File: config.mk
export PLATFORM = sky130hd
export DESIGN_NAME = btmx_cell
export DESIGN_NICKNAME = d
export VERILOG_FILES = /design/src/hw/rtl/btmx_pkg.sv /design/src/hw/rtl/btmx_cell.sv
export VERILOG_INCLUDE_DIRS = /design/src /design/src/hw/rtl
export SDC_FILE = /design/constraint.sdc
export NUM_CORES = 1
export LEC_CHECK = 0
export BUFFER_PORTS_ARGS = -buffer_cell sky130_fd_sc_hd__buf_2
export CORE_MARGIN = 8
export CORE_UTILIZATION = 57
export DETAILED_ROUTE_END_ITERATION = 7
export PLACE_DENSITY = 0.8
export SYNTH_ARGS = -nofsm -noshare
export SYNTH_HDL_FRONTEND = slang
export SYNTH_SLANG_ARGS = --single-unit
File: constraint.sdc
create_clock -name clk -period 5.3 [get_ports clk]
set_input_delay 1.06 -clock clk [delete_from_list [all_inputs] [get_ports clk]]
set_output_delay 1.06 -clock clk [all_outputs]
set_load 0.02 [all_outputs]
File: src/hw/rtl/binary_trie_max_xor_top_assert.svh
// ----------------------------------------------------------------------------
// Binary trie max-XOR assertion macros
// Shared concurrent assertion macros. Clocked on clk, held off during rst.
// ----------------------------------------------------------------------------
`ifndef BINARY_TRIE_MAX_XOR_TOP_ASSERT_SVH
`define BINARY_TRIE_MAX_XOR_TOP_ASSERT_SVH
`ifndef ASSERT_OFF
// prop must hold at every edge outside reset
`define BTMX_ASSERT(label, prop, msg) \
  label: assert property (@(posedge clk) disable iff (rst) (prop)) else $error(msg);
// expr must never be true outside reset
`define BTMX_NEVER(label, expr, msg) \
  label: assert property (@(posedge clk) disable iff (rst) !(expr)) else $error(msg);
`else
`define BTMX_ASSERT(label, prop, msg)
`define BTMX_NEVER(label, expr, msg)
`endif
`endif

File: src/hw/rtl/btmx_pkg.sv
// ----------------------------------------------------------------------------
// Binary trie max-XOR package
// Shared types, codes and sizing helpers.
// ----------------------------------------------------------------------------
package btmx_pkg;

  localparam int NODES_DEF      = 4096;
  localparam int TRIES_DEF      = 4;
  localparam int KEY_BITS_DEF   = 31;
  localparam int COUNT_BITS_DEF = 20;

  localparam int KEY_W       = 31;
  localparam int TDATA_W     = 32;
  localparam int TUSER_IN_W  = 4;
  localparam int TUSER_OUT_W = 2;

  typedef enum logic [1:0] {
    OP_INSERT = 2'd0,
    OP_ERASE  = 2'd1,
    OP_QUERY  = 2'd2,
    OP_NONE   = 2'd3
  } op_t;

  typedef enum logic [1:0] {
    STATUS_OK     = 2'd0,
    STATUS_FULL   = 2'd1,
    STATUS_ABSENT = 2'd2,
    STATUS_EMPTY  = 2'd3
  } status_t;

  // walk kind carried down the cell row
  typedef enum logic [1:0] {
    MODE_INSERT = 2'd0,
    MODE_CHECK  = 2'd1,
    MODE_ERASE  = 2'd2,
    MODE_QUERY  = 2'd3
  } mode_t;

  typedef enum logic [1:0] {
    ST_IDLE   = 2'd0,
    ST_LAUNCH = 2'd1,
    ST_WALK   = 2'd2,
    ST_DONE   = 2'd3
  } state_t;

  typedef struct packed {
    logic  valid;
    logic  ok;
    mode_t mode;
  } ctl_t;

  // node slots held by the cell at a given trie depth (ids start at 1 below the roots)
  function automatic int cell_depth(input int level, input int nodes, input int tries);
    longint n;
    n = longint'(tries) << level;
    if (level == 0) return (tries < 2) ? 2 : tries;
    if (n > longint'(nodes)) return nodes + 1;
    return int'(n) + 1;
  endfunction

endpackage

File: src/hw/rtl/btmx_cell.sv
// ----------------------------------------------------------------------------
// Binary trie max-XOR level cell
// Holds all trie nodes of one depth; steps one request through one key bit.
// ----------------------------------------------------------------------------
`include "binary_trie_max_xor_top_assert.svh"

module btmx_cell #(
  parameter int LEVEL      = 0,
  parameter int DEPTH      = 2,
  parameter int KEY_BITS   = btmx_pkg::KEY_BITS_DEF,
  parameter int COUNT_BITS = btmx_pkg::COUNT_BITS_DEF,
  parameter int ID_W       = 13
) (
  input  logic                           clk,
  input  logic                           rst,
  input  btmx_pkg::ctl_t                 in_ctl,
  input  logic [KEY_BITS-1:0]            in_key,
  input  logic [KEY_BITS-1:0]            in_res,
  input  logic [$clog2(KEY_BITS+1)-1:0]  in_created,
  input  logic [ID_W-1:0]                in_addr,
  input  logic                           in_zero,
  output btmx_pkg::ctl_t                 out_ctl,
  output logic [KEY_BITS-1:0]            out_key,
  output logic [KEY_BITS-1:0]            out_res,
  output logic [$clog2(KEY_BITS+1)-1:0]  out_created,
  output logic [ID_W-1:0]                out_addr,
  output logic                           out_zero
);
  import btmx_pkg::*;

  localparam int AW  = $clog2(DEPTH);
  localparam int BIT = KEY_BITS - 1 - LEVEL;
  localparam int CW  = $clog2(KEY_BITS + 1);
  localparam int EW  = 2 * ID_W + 2 * COUNT_BITS;

  // entry: {count1, count0, link1, link0}, counts are of the children
  logic [EW-1:0] mem [DEPTH];

  ctl_t            ctl_r;
  logic [KEY_BITS-1:0] key_r, res_r;
  logic [CW-1:0]   created_r;
  logic [AW-1:0]   addr_r;
  logic            zero_r;
  logic [EW-1:0]   rd;
  logic [ID_W-1:0] alloc, alloc_next;

  logic [EW-1:0]         entry, wdata;
  logic [ID_W-1:0]       lk0, lk1, lk_b, lk_o, new_lk_b, nxt;
  logic [COUNT_BITS-1:0] c0, c1, c_b, c_o, new_c_b;
  logic                  b, made, wr;

  always_ff @(posedge clk) begin
    if (rst) begin
      ctl_r <= '0;
      alloc <= ID_W'(1);
    end else begin
      ctl_r <= in_ctl;
      alloc <= alloc_next;
    end
  end

  always_ff @(posedge clk) begin
    key_r     <= in_key;
    res_r     <= in_res;
    created_r <= in_created;
    addr_r    <= in_addr[AW-1:0];
    zero_r    <= in_zero;
  end

  always_ff @(posedge clk) begin
    rd <= mem[in_addr[AW-1:0]];
    if (wr) begin
      mem[addr_r] <= wdata;
    end
  end

  always_comb begin
    // unwritten or null nodes read as empty
    entry = zero_r ? '0 : rd;
    lk0   = entry[ID_W-1:0];
    lk1   = entry[2*ID_W-1:ID_W];
    c0    = entry[2*ID_W +: COUNT_BITS];
    c1    = entry[2*ID_W+COUNT_BITS +: COUNT_BITS];
    b     = key_r[BIT];
    lk_b  = b ? lk1 : lk0;
    lk_o  = b ? lk0 : lk1;
    c_b   = b ? c1 : c0;
    c_o   = b ? c0 : c1;

    out_ctl     = ctl_r;
    out_key     = key_r;
    out_res     = res_r;
    out_created = created_r;
    new_lk_b    = lk_b;
    new_c_b     = c_b;
    nxt         = lk_b;
    made        = 1'b0;
    wr          = 1'b0;
    alloc_next  = alloc;

    if (ctl_r.valid) begin
      unique case (ctl_r.mode)
        MODE_INSERT: begin
          if (lk_b == '0) begin
            new_lk_b    = alloc;
            alloc_next  = alloc + ID_W'(1);
            made        = 1'b1;
            out_created = created_r + CW'(1);
          end
          new_c_b = c_b + COUNT_BITS'(1);
          nxt     = new_lk_b;
          wr      = 1'b1;
        end
        MODE_CHECK: begin
          if (c_b == '0) out_ctl.ok = 1'b0;
        end
        MODE_ERASE: begin
          new_c_b = c_b - COUNT_BITS'(1);
          wr      = 1'b1;
        end
        MODE_QUERY: begin
          if (c_o != '0) begin
            out_res[BIT] = 1'b1;
            nxt          = lk_o;
          end
        end
        default: ;
      endcase
    end

    wdata    = b ? {new_c_b, c0, new_lk_b, lk0} : {c1, new_c_b, lk1, new_lk_b};
    out_addr = nxt;
    out_zero = made | (nxt == '0);
  end

  `BTMX_ASSERT(a_one_request, ctl_r.valid |=> !ctl_r.valid, "cell saw back-to-back requests")
  `BTMX_NEVER(a_erase_underflow, ctl_r.valid && ctl_r.mode == MODE_ERASE && c_b == '0, "erase underflow")
  `BTMX_NEVER(a_insert_overflow, ctl_r.valid && ctl_r.mode == MODE_INSERT && c_b == '1, "count overflow")

endmodule

==> summary.md, run 1 <==
| Metric | Value |
|---|---|
| Critical path type | flip-flop to primary output |
| Hold Buf Count CTS | 0 |
| Routed wire length per instance | 19.17 um |
| Die Ht | 158.6 um |
| R2R Setup Slk | slightly below 900 ps |
| # diodes | 0 |
| Synth Net Count | 1,046 |
| Yosys warns | 0 |
| RSZ-0062 raised after global routing | no |
| Post-route DRC violation count | 0 |
| Xor/xnor share of the synthesized area | 2.344% |
| P&R area growth vs syn | 16.27% |
| Crit path from | rd[41] |
| Post-Synth Simple-Gate Area | 10.07% |
| Final core occ | between 60 and 70% |
| Synth Instances | 934 |
| Nets | 1,174 |
| Worst R2R Start | out_key[30] |
| Post-synthesis mux area share | 9.246% |
| Dpl hpwl | 17,760 um |
| Largest net degree at the start of global routing | 49 |
| Clk slew on worst S/H paths | 70 ps |
| Number of global-route vias before repair | 7,787 |
| Peak VDD IR | 321.3 uV |
| Layout cell share with drive strength beyond 1 | 28.48% |
| CTS root buf | clkbuf_16 |
| Sequential area share after synthesis | about three fifths |
| CTS max path bufs | 3 |
| Area fraction in compound gates after synthesis | 11.03% |
| Fin Setup TNS | 0 ps |
| H-tree level count | 1 |
| Final Setup Violations | 0 |
| Fmax | roughly 190 MHz |
| Area of the core | between 20,000 and 25,000 um^2 |
| Final worst path period need | 5160 ps |
| Total GRT Usage | between 20% and 30% |
| Slew HR | 19.95% |
| Fillers | 1,486 |
| IO Count | around 170 |
| RePlAce Congestion | a little over 0.9 |
| Clk Latency, worst-skew pair | 560 ps |
| Type of origin of the critical path | flip-flop |
| CP Data Arrival Time | 4100 ps |
| CP required | roughly 4200 ps |
| Commonest non-fill, non-tap cells in the layout | buf_2 (159), dfxtp_1 (151), edfxtp_1 (132), mux2_2 (72), nor2_1 (52) |
| Power Density | about 370 nW/um^2 |
| Detailed Route Iter0 Violations | 629 |
| Post-Synth Adder-Cell Area | 2.765% |
| Fin cells | 1,355 |
| Post-synth cell types | 67 |
| CTS Buf Count | 29 |
| Largest family of logic cells by synthesized area | compound AO/OA/AOI/OAI gates |
| Total Power | between 4000 and 5000 uW |
| DRT antenna net count | 0 |
| Initial DRT Pass Iterations | 5 |
| CP Capture Type | primary output |
| Post-Syn Area per Cell | 12.40 um^2 |
| Hold Crit Class | flip-flop to flip-flop |
| DIE AREA | 25,140 um^2 |
| Routed WL | 25,970 um |
| CP Capture Point | out_zero |
| Leak Pwr | 0.005333 uW |
| Max-cap violations | 0 |
| Initial antenna violation count | 0 |
| Clock skew | 19.05 ps |
| Leading cell type in the layout, fill and taps excluded | buf_2 |
| Status | finished, final reports clean |
| Post-synth EDFFs | 132 |
| R2R Path End | mem[1][65] |
| Max Slew Vio Count | 0 |
| First-pass GRT wire length | 40,330 um |
| Final hold violation count | 0 |
| Critical path fanouts, max | 3 |
| Vias | 7,968 |
| Synthesized cell area | approximately 12,000 um^2 |
| Worst slew pin tran | about 1200 ps |
| Starting Density | 57.62% |
| Placed cell count | 1,300 |
| Grt ovf | 0 |
| Routed vias/inst | 5.880 |
| PortBufs | between 150 and 200 |
| Async SR Flop Fraction | 0% |
| Fin crit share | a little over nine tenths |
| Most common flop cell mapped by yosys | dfxtp_1 |
| Reg2reg path depth | 12 |
| CTS Sinks | 284 |
| #FFs+latches synth | 284 |
| Die W | 158.6 um |
| Cell Rows | 52 |
| CTS tree | done |
==> kinds of logic (layout without fill, tap and decap cells) <==
family                     count (synthesis)  in the layout
adders and majority gates                 25             25
buffers and inverters                     90            241
muxes                                     98             98
xor gates and xnor gates                  31             31
AOI/OAI and AO/OA                        178            178
DFF                                      284            284
and+or+nand+nor                          228            228
==> final cells by class <==
class	count	area, um^2	share of cell area [%]
flip-flops and latches	284	7008	52.03
inverters	14	52.55	0.3902
multi-input cells	560	4126	30.64
clock inverters	12	131.4	0.9755
well taps	270	337.8	2.508
clock buffers	42	898.4	6.670
repair buffers	173	913.4	6.782
==> cell usage after synthesis, types with 3 or more instances <==
master    instances  area, um^2
xor2_1           18       157.7
and2_1            6       37.54
nand4_1          10       62.56
and3_1            3       18.77
or2_2             5       31.28
a221oi_1         13       113.9
nand3_1          36       180.2
nor3_1            8       40.04
or4_1             7       52.55
o21ai_0          44       220.2
nand2_1          50       187.7
mux2_2           72       810.8
o211ai_1          6       45.04
nor2b_1          12       75.07
dfxtp_1         152        3043
a21o_1            9       67.56
xnor2_1          13       113.9
a22oi_1           3       22.52
a21oi_1          21       105.1
o21a_1            4       30.03
nor2_1           53       198.9
a211oi_1          5       37.54
buf_4            33       247.7
nor4_1           25       156.4
ha_1             24       300.3
edfxtp_1        132        3964
a22o_1           41       359.1
mux2i_1          26       260.3
clkbuf_1         39       146.4
inv_1            12       45.04
a31oi_1           5       31.28
==> how the worst min path moves through the flow <==
stage                    start  endpoint  cells after the start
floorplan            mem[1][0]     rd[0]                      1
global placement    mem[1][24]    rd[24]                      1
detailed placement  mem[0][38]    rd[38]                      1
CTS                 mem[1][61]    rd[61]                      1
global route        mem[0][46]    rd[46]                      1
finish              mem[1][61]    rd[61]                      1
==> where the power goes <==
group	leakage, uW	switching, uW	total [uW]	internal (uW)
logic	0.00232	260	432	172
registers	0.00250	51.6	2440	2390
clock network	0.000507	844	2130	1280
total	0.00533	1160	5000	3840
==> per-layer routing <==
layer	wire length [um]	global-route usage [%]
met1	10970	26.32
met5	0	0
met4	588	6.780
met3	2456	4.723
met2	11950	32.71
==> worst max-delay path, stage by stage (launching register included) <==
cell      delay (ps)
dfxtp_1          320
nor4_1           520
nand3_1          280
a221oi_4         440
buf_4            180
nor3_1            50
a311o_1          330
or4_1            510
or4_1            440
o31ai_1          280
buf_2            210
==> through the flow <==
stage	hold slack (ps)	cell area (um^2)	setup WS (ps)
5_1_grt	475.0	13470	8.062
6_report	457.2	13470	140.0
3_5_place_dp	456.9	12420	716.1
2_1_floorplan	447.8	11580	611.6
4_1_cts	463.2	13450	133.5
3_3_place_gp	448.8	12420	728.9
==> what timing repair did <==
action | in CTS | in global routing
endpoints found under the hold margin | 0 | 0
resized for setup | 0 | 2
setup endpoints to repair | 0 | 1
setup buffers | 0 | 1
==> registers in the layout (all words and copies together) (netlist names) <==
| signal | cells |
|---|---|
| zero_r | 1 |
| out_ctl | 3 |
| ctl_r | 1 |
| created_r | 5 |
| mem | 132 |
| addr_r | 1 |
| res_r | 31 |
| rd | 66 |
| alloc | 13 |
| out_key | 31 |
(Power assumes the default switching activity.)
==> run 2, diff against run 1 <==
- CELL_PAD_IN_SITES_DETAIL_PLACEMENT: default -> 1
- CELL_PAD_IN_SITES_GLOBAL_PLACEMENT: default -> 2
- CORE_UTILIZATION: 57 -> 38
- PLACE_DENSITY: 0.8 -> 0.79
==> run 2 against run 1 <==
Net effect: count of clock-buffer cells in the layout did not move; cell count grew 9.7%; core utilization decreased by 22 points; die area rose by 44%; global-route usage down 4.2 points; worst hold slack better by 9.9 ps; cell area rose by 1.9%; critical path type unchanged; largest power group unchanged.
==> summary.md, run 2 (synthesized netlist as in run 1, its figures left out) <==
| Metric | Value |
|---|---|
| RSZ-0062 raised after global routing | no |
| Worst R2R Start | out_key[30] |
| CTS Sinks | 284 (unchanged) |
| Peak VDD IR | 227.2 uV (-29%) |
| Sw frac | 23.97% (+0.84 points) |
| Final hold violation count | 0 (unchanged) |
| Comb power frac | 8.6% (about the same) |
| Routed vias/inst | 5.271 (-10%) |
| Post-route setup slack | 207.6 ps (+67.52 ps) |
| Largest net degree at the start of global routing | 48 (-2.0%) |
| Vias | 7,838 (-1.6%) |
| DIE AREA | 36,330 um^2 (+44%) |
| Largest register FFs | 132 (unchanged) |
| Die W | 190.6 um (+20%) |
| Flop pwr share | 47.7% (-1.1 points) |
| Most used cell, CP | or4_1 |
| CP Capture Point | out_zero |
| Leading cell type in the layout, fill and taps excluded | buf_2 |
| Area of the core | 30,270 um^2 (+51%) |
| CP Data Arrival Time | 4030 ps (-70 ps) |
| CTS Buf Count | 31 (+6.9%) |
| Fin crit share | 96.08% (-1.3 points) |
| Leak Pwr | 0.005373 uW (+0.74%) |
| Worst slew pin tran | 779.8 ps (-416.5 ps) |
| Hold Crit Class | flip-flop to flip-flop |
| Status | finished, final reports clean |
| Total GRT Usage | 15.98% (-4.2 points) |
| CTS tree | done |
| Fin cells | 1,487 (+9.7%) |
| P_sw | 1228 uW (+6.3%) |
| Final Instance Area | 13,720 um^2 (+1.9%) |
| CTS root buf | clkbuf_16 |
| Final Setup Violations | 0 (unchanged) |
| Placed Area | 12,590 um^2 (+1.4%) |
| Routed wire length per instance | 20.05 um (+4.6%) |
| Worst path max stage delay | 490 ps (-30 ps) |
| Fmax | 196.4 MHz (+1.3%) |
| Slew HR | 47.88% (+28 points) |
| Power Density | 373.4 nW/um^2 (+0.66%) |
| Crit path from | rd[49] |
| Starting Density | 38.27% (-19 points) |
| Clk Latency, worst-skew pair | 570 ps (about the same) |
| Layout cell share with drive strength beyond 1 | 29.61% (+1.1 points) |
| Fin Setup TNS | 0 ps (unchanged) |
| R2R Setup Slk | 770 ps (-100 ps) |
| Slowest stage cell on the critical path | or4_1 |
| Commonest non-fill, non-tap cells in the layout | buf_2 (159), dfxtp_1 (151), edfxtp_1 (132), mux2_2 (72), nor2_1 (52) |
| Sequential cell area | 7008 um^2 (unchanged) |
| Initial DRT Pass Iterations | 5 (unchanged) |
| CP required | 4240 ps (about the same) |
| Max Slew Vio Count | 0 (unchanged) |
| Critical path fanouts, max | 15 (+12) |
| Hold path depth | 1 (unchanged) |
| Grt ovf | 0 (unchanged) |
| P_int | 3896 uW (+1.4%) |
| Routed WL | 29,810 um (+15%) |
| Clk slew on worst S/H paths | 60 ps (about the same) |
| H-tree level count | 1 (unchanged) |
| Multi-input logic area | 4159 um^2 (+0.79%) |
| Hold Buf Count CTS | 0 (unchanged) |
| Clock network power share | 43.8% (+1.3 points) |
| Crit path depth | 9 (-1) |
| Nets | 1,178 (+0.34%) |
| Critical path type | flip-flop to primary output |
| Setup Fix Bufs, Post-CTS | 0 (unchanged) |
| Clock skew | 9.409 ps (-9.641 ps) |
| Fillers | 3,208 (+120%) |
| P&R area growth vs syn | 18.45% |
| IO Count | 172 (unchanged) |
| Number of global-route vias before repair | 8,263 (+6.1%) |
| R2R Path End | mem[0][65] |
| Detailed Route Iter0 Violations | 380 (-40%) |
| Setup Slack @ Placement | 586.2 ps (-129.9 ps) |
| First-pass GRT wire length | 46,650 um (+16%) |
| Hold Startpoint | mem[1][44] |
| Worst path bufs/invs | 1 (-1) |
| RePlAce Congestion | 0.8030 (-13%) |
| CTS max path bufs | 3 (unchanged) |
| Max-cap violations | 0 (unchanged) |
| # diodes | 0 (unchanged) |
| Reg2reg path depth | 12 (unchanged) |
| Type of origin of the critical path | flip-flop |
| CP Cell Sequence | nor4_2, nand3_2, a221oi_4, nor2_2, a311o_1, or4_1, or4_1, o31ai_1, buf_2 |
| Placed cell count | 1,429 (+9.9%) |
| Die Ht | 190.6 um (+20%) |
| PortBufs | 159 (unchanged) |
| Final worst path period need | 5092 ps (-67.52 ps) |
| Post-route DRC violation count | 0 (unchanged) |
| Initial antenna violation count | 0 (unchanged) |
| Cell Rows | 64 (+23%) |
| CP Capture Type | primary output |
| CP top delay family | simple AND/OR/NAND/NOR gates |
| Dpl hpwl | 20,590 um (+16%) |
| DRT antenna net count | 0 (unchanged) |
| Top Registers | mem: 132 flops, rd: 66 flops |
| Most flops, register | mem |
run 2: changes by cell type in the layout (fill, tap and decap cells not counted), sizes merged:
cell | previous run | this run
clkinv | 7 | 11
inv | 15 | 14
clkinvlp | 2 | 3
buf | 173 | 175
run 2: how the worst min path moves through the flow:
stage / end / slack (ps)
after global placement: rd[50] / 450
final: rd[44] / 470
after CTS: rd[36] / 470
after detailed placement: rd[44] / 460
after floorplan: rd[0] / 450
after global routing: rd[37] / 480
run 2: worst register-to-register path, cell delays in order, from the launching register on:
cell       delay, ps
dfxtp_2          590
buf_4            360
buf_4            390
mux2i_1          240
nor2_1            90
ha_1             370
a22o_1           230
o41ai_1          420
nand2_1          260
a211oi_1         640
nor4_1           110
nor4b_1          370
o2111ai_1        190
run 2: layout make-up:
cell class                      count  area share (%)
Tap cell                          396           3.611
Clock inverter                     16           1.158
Sequential cell                   284           51.08
Clock buffer                       42           6.785
Multi-Input combinational cell    560           30.31
Inverter                           14          0.3830
Timing Repair Buffer              175           6.675
run 2: repair_timing:
item                       CTS  global route
pin swaps                    0             0
setup endpoints to repair    1             1
resized for setup            1             7
cloned                       0             0
run 2: per-stage QoR:
step,power (uW),utilization [%],hold WS [ps]
after CTS,5194,45.21,469.9
after floorplan,2781,-,447.8
after detailed placement,2929,41.58,458.0
after global placement,2916,41.58,448.7
after global routing,5331,45.33,479.8
final,5124,45.33,467.1
run 2: power groups by stage:
| stage | Combinational (uW) | Sequential [uW] | Clock (uW) |
|---|---|---|---|
| floorplan | 298 | 2480 | 0 |
| global placement | 431 | 2480 | 0 |
| detailed placement | 440 | 2490 | 0 |
| CTS | 443 | 2440 | 2310 |
| global route | 482 | 2450 | 2400 |
| finish | 439 | 2440 | 2240 |
run 2: per-layer routing:
layer / wire [um] / GRT usage, %
met1: 13680 / 21.19
met2: 13710 / 26.05
met3: 1800 / 3.347
met4: 624 / 4.564
met5: 0 / 0
==> run 3, diff against run 2 <==
- CELL_PAD_IN_SITES_GLOBAL_PLACEMENT: 2 -> 1
- CORE_UTILIZATION: 38 -> 46
- PLACE_DENSITY: 0.79 -> 0.8
==> run 3 against run 2 <==
Net effect: worst hold slack barely moved; sequential share of layout area rose by 0.87 points; total power shrank 3.6%; register-to-register slack improved by 70 ps; cell count fell by 4.8%; clock skew is 1.2 ps lower; sequential power about the same; sequential cell count is the same; global-route usage is 3.3 points higher; core utilization up 8.7 points; combinational power hardly changed; first-iteration DRC count up 13%; critical path type unchanged; highest routed layer unchanged.
==> summary.md, run 3 (synthesized netlist as in run 1, its figures left out) <==
| Metric | Value |
|---|---|
| Status | finished, final reports clean |
| Slew HR | 27.70% (-20 points) |
| P&R area growth vs syn | 16.50% |
| DRT antenna net count | 0 (unchanged) |
| Fin Setup TNS | 0 ps (unchanged) |
| Dpl hpwl | 20,250 um (-1.7%) |
| Starting Density | 46.40% (+8.1 points) |
| CP required | 4240 ps (about the same) |
| Worst slew pin tran | 1084 ps (+304.7 ps) |
| Nets | 1,174 (-0.34%) |
| # diodes | 0 (unchanged) |
| CTS Buf Count | 31 (unchanged) |
| CP Capture Type | primary output |
| Grt ovf | 0 (unchanged) |
| CTS max path bufs | 3 (unchanged) |
| Setup Fix Bufs, Post-CTS | 0 (unchanged) |
| RePlAce Congestion | 0.8548 (+6.5%) |
| Fillers | 2,624 (-18%) |
| Commonest non-fill, non-tap cells in the layout | buf_2 (159), dfxtp_1 (151), edfxtp_1 (132), mux2_2 (72), nor2_1 (52) |
| Final worst path period need | 5172 ps (+79.06 ps) |
| Hold Crit Class | flip-flop to flip-flop |
| Largest register FFs | 132 (unchanged) |
| Max Slew Vio Count | 0 (unchanged) |
| IO Count | 172 (unchanged) |
| Largest net degree at the start of global routing | 67 (+40%) |
| R2R Path End | mem[0][65] |
| Critical path fanouts, max | 15 (unchanged) |
| Detailed Route Iter0 Violations | 428 (+13%) |
| Vias | 8,055 (+2.8%) |
| Reg2reg path depth | 11 (-1) |
| CP Data Arrival Time | 4110 ps (+80 ps) |
| Critical path type | flip-flop to primary output |
| RSZ-0062 raised after global routing | no |
| Final hold violation count | 0 (unchanged) |
| Post-route setup slack | 128.5 ps (-79.07 ps) |
| Worst R2R Start | out_key[30] |
| CTS tree | done |
| Hold Startpoint | mem[1][47] |
| Top Registers | mem: 132 flops, rd: 66 flops |
| Initial antenna violation count | 0 (unchanged) |
| Power Density | 366.1 nW/um^2 (-2.0%) |
| Hold Buf Count CTS | 0 (unchanged) |
| DIE AREA | 30,510 um^2 (-16%) |
| Fin crit share | 97.58% (+1.5 points) |
| Clk slew on worst S/H paths | 60 ps (about the same) |
| Clock skew | 8.189 ps (-1.220 ps) |
| Post-route DRC violation count | 0 (unchanged) |
| Max-cap violations | 0 (unchanged) |
| Leak Pwr | 0.005300 uW (-1.4%) |
| H-tree level count | 1 (unchanged) |
| Routed vias/inst | 5.693 (+8.0%) |
| Placed Area | 12,470 um^2 (-0.89%) |
| Final Instance Area | 13,500 um^2 (-1.6%) |
| Initial DRT Pass Iterations | 5 (unchanged) |
| CTS Sinks | 284 (unchanged) |
| Peak VDD IR | 286.1 uV (+26%) |
| Leading cell type in the layout, fill and taps excluded | buf_2 |
| Die Ht | 174.7 um (-8.3%) |
| Type of origin of the critical path | flip-flop |
| Setup Slack @ Placement | 590.6 ps (+4.418 ps) |
| Hold endpoint | rd[47] |
| R2R Setup Slk | 840 ps (+70 ps) |
| Hold path depth | 1 (unchanged) |
| Number of global-route vias before repair | 8,563 (+3.6%) |
| Routed wire length per instance | 21.30 um (+6.2%) |
| Layout cell share with drive strength beyond 1 | 28.29% (-1.3 points) |
| First-pass GRT wire length | 47,750 um (+2.4%) |
| Most flops, register | mem |
| Total Power | 4941 uW (-3.6%) |
| Cell Rows | 58 (-9.4%) |
| CTS root buf | clkbuf_16 |
| Area of the core | 24,960 um^2 (-18%) |
| PortBufs | 159 (unchanged) |
| Final Setup Violations | 0 (unchanged) |
| Clk Latency, worst-skew pair | 550 ps (-20 ps) |
| Fmax | 193.4 MHz (-1.5%) |
| Die W | 174.7 um (-8.3%) |
| Total GRT Usage | 19.24% (+3.3 points) |
| Routed WL | 30,140 um (+1.1%) |
[run 3: changes by cell type in the layout (fill, tap and decap cells not counted), moves of 2 or more]
cell,delta
nand3_1,+2
nand3_2,-2
clkbuf_1,+8
buf_4,-4
bufinv_16,-2
clkinvlp_4,-2
clkinv_2,-5
[run 3: stage by stage]
stage | util [%] | hold WS (ps) | cells
floorplan | - | 447.8 | 934
global placement | 49.97 | 449.2 | 1359
detailed placement | 49.97 | 456.8 | 1359
CTS | 53.96 | 471.0 | 1415
global route | 54.06 | 477.8 | 1415
finish | 54.06 | 467.5 | 1415
[run 3: worst max-delay path, stage by stage (launching register included)]
cell	delay, ps
dfxtp_1	340
nor4_1	520
nand3_2	220
a221oi_4	370
nor2_2	220
a311o_1	400
or4_1	510
or4_1	450
o31ai_1	290
buf_2	230
[run 3: timing repair]
item	CTS	global route
endpoints found under the setup margin	1	1
hold endpoints to repair	0	0
resized for setup	2	5
pin swaps	0	0
[run 3: how the worst max path moves through the flow]
| stage | startpoint | endpoint | depth (start not counted) |
|---|---|---|---|
| after floorplan | out_ctl[0] | mem[0][0] | 5 |
| final | rd[51] | out_zero | 9 |
| after global placement | rd[49] | out_zero | 9 |
| after detailed placement | out_key[30] | out_zero | 9 |
| after global routing | rd[51] | out_zero | 9 |
| after CTS | rd[41] | out_zero | 9 |
[run 3: area by class of cell]
| class | instances | area, um^2 | area share [%] |
|---|---|---|---|
| clock buffers | 50 | 949.7 | 7.037 |
| clock inverters | 6 | 38.79 | 0.2874 |
| inverters | 14 | 52.55 | 0.3894 |
| multi-input cells | 560 | 4145 | 30.72 |
| flip-flops and latches | 284 | 7010 | 51.95 |
| well taps | 330 | 412.9 | 3.060 |
| repair buffers | 171 | 885.9 | 6.564 |
[run 3: per-layer routing]
metal | vias up | part of all wire, % | routed length [um] | track usage, %
li1 | 3727 | - | - | -
met3 | 57 | 6.0 | 1823 | 4.360
met2 | 247 | 47 | 14230 | 32.07
met1 | 4024 | 44 | 13200 | 24.40
met5 | - | 0 | 0 | 0
met4 | 0 | 3.0 | 890 | 6.217
[run 3: power by group]
part / total (uW) / internal (uW) / switching [uW]
registers: 2450 / 2390 / 58.2
clock network: 2050 / 1220 / 835
logic: 441 / 172 / 270
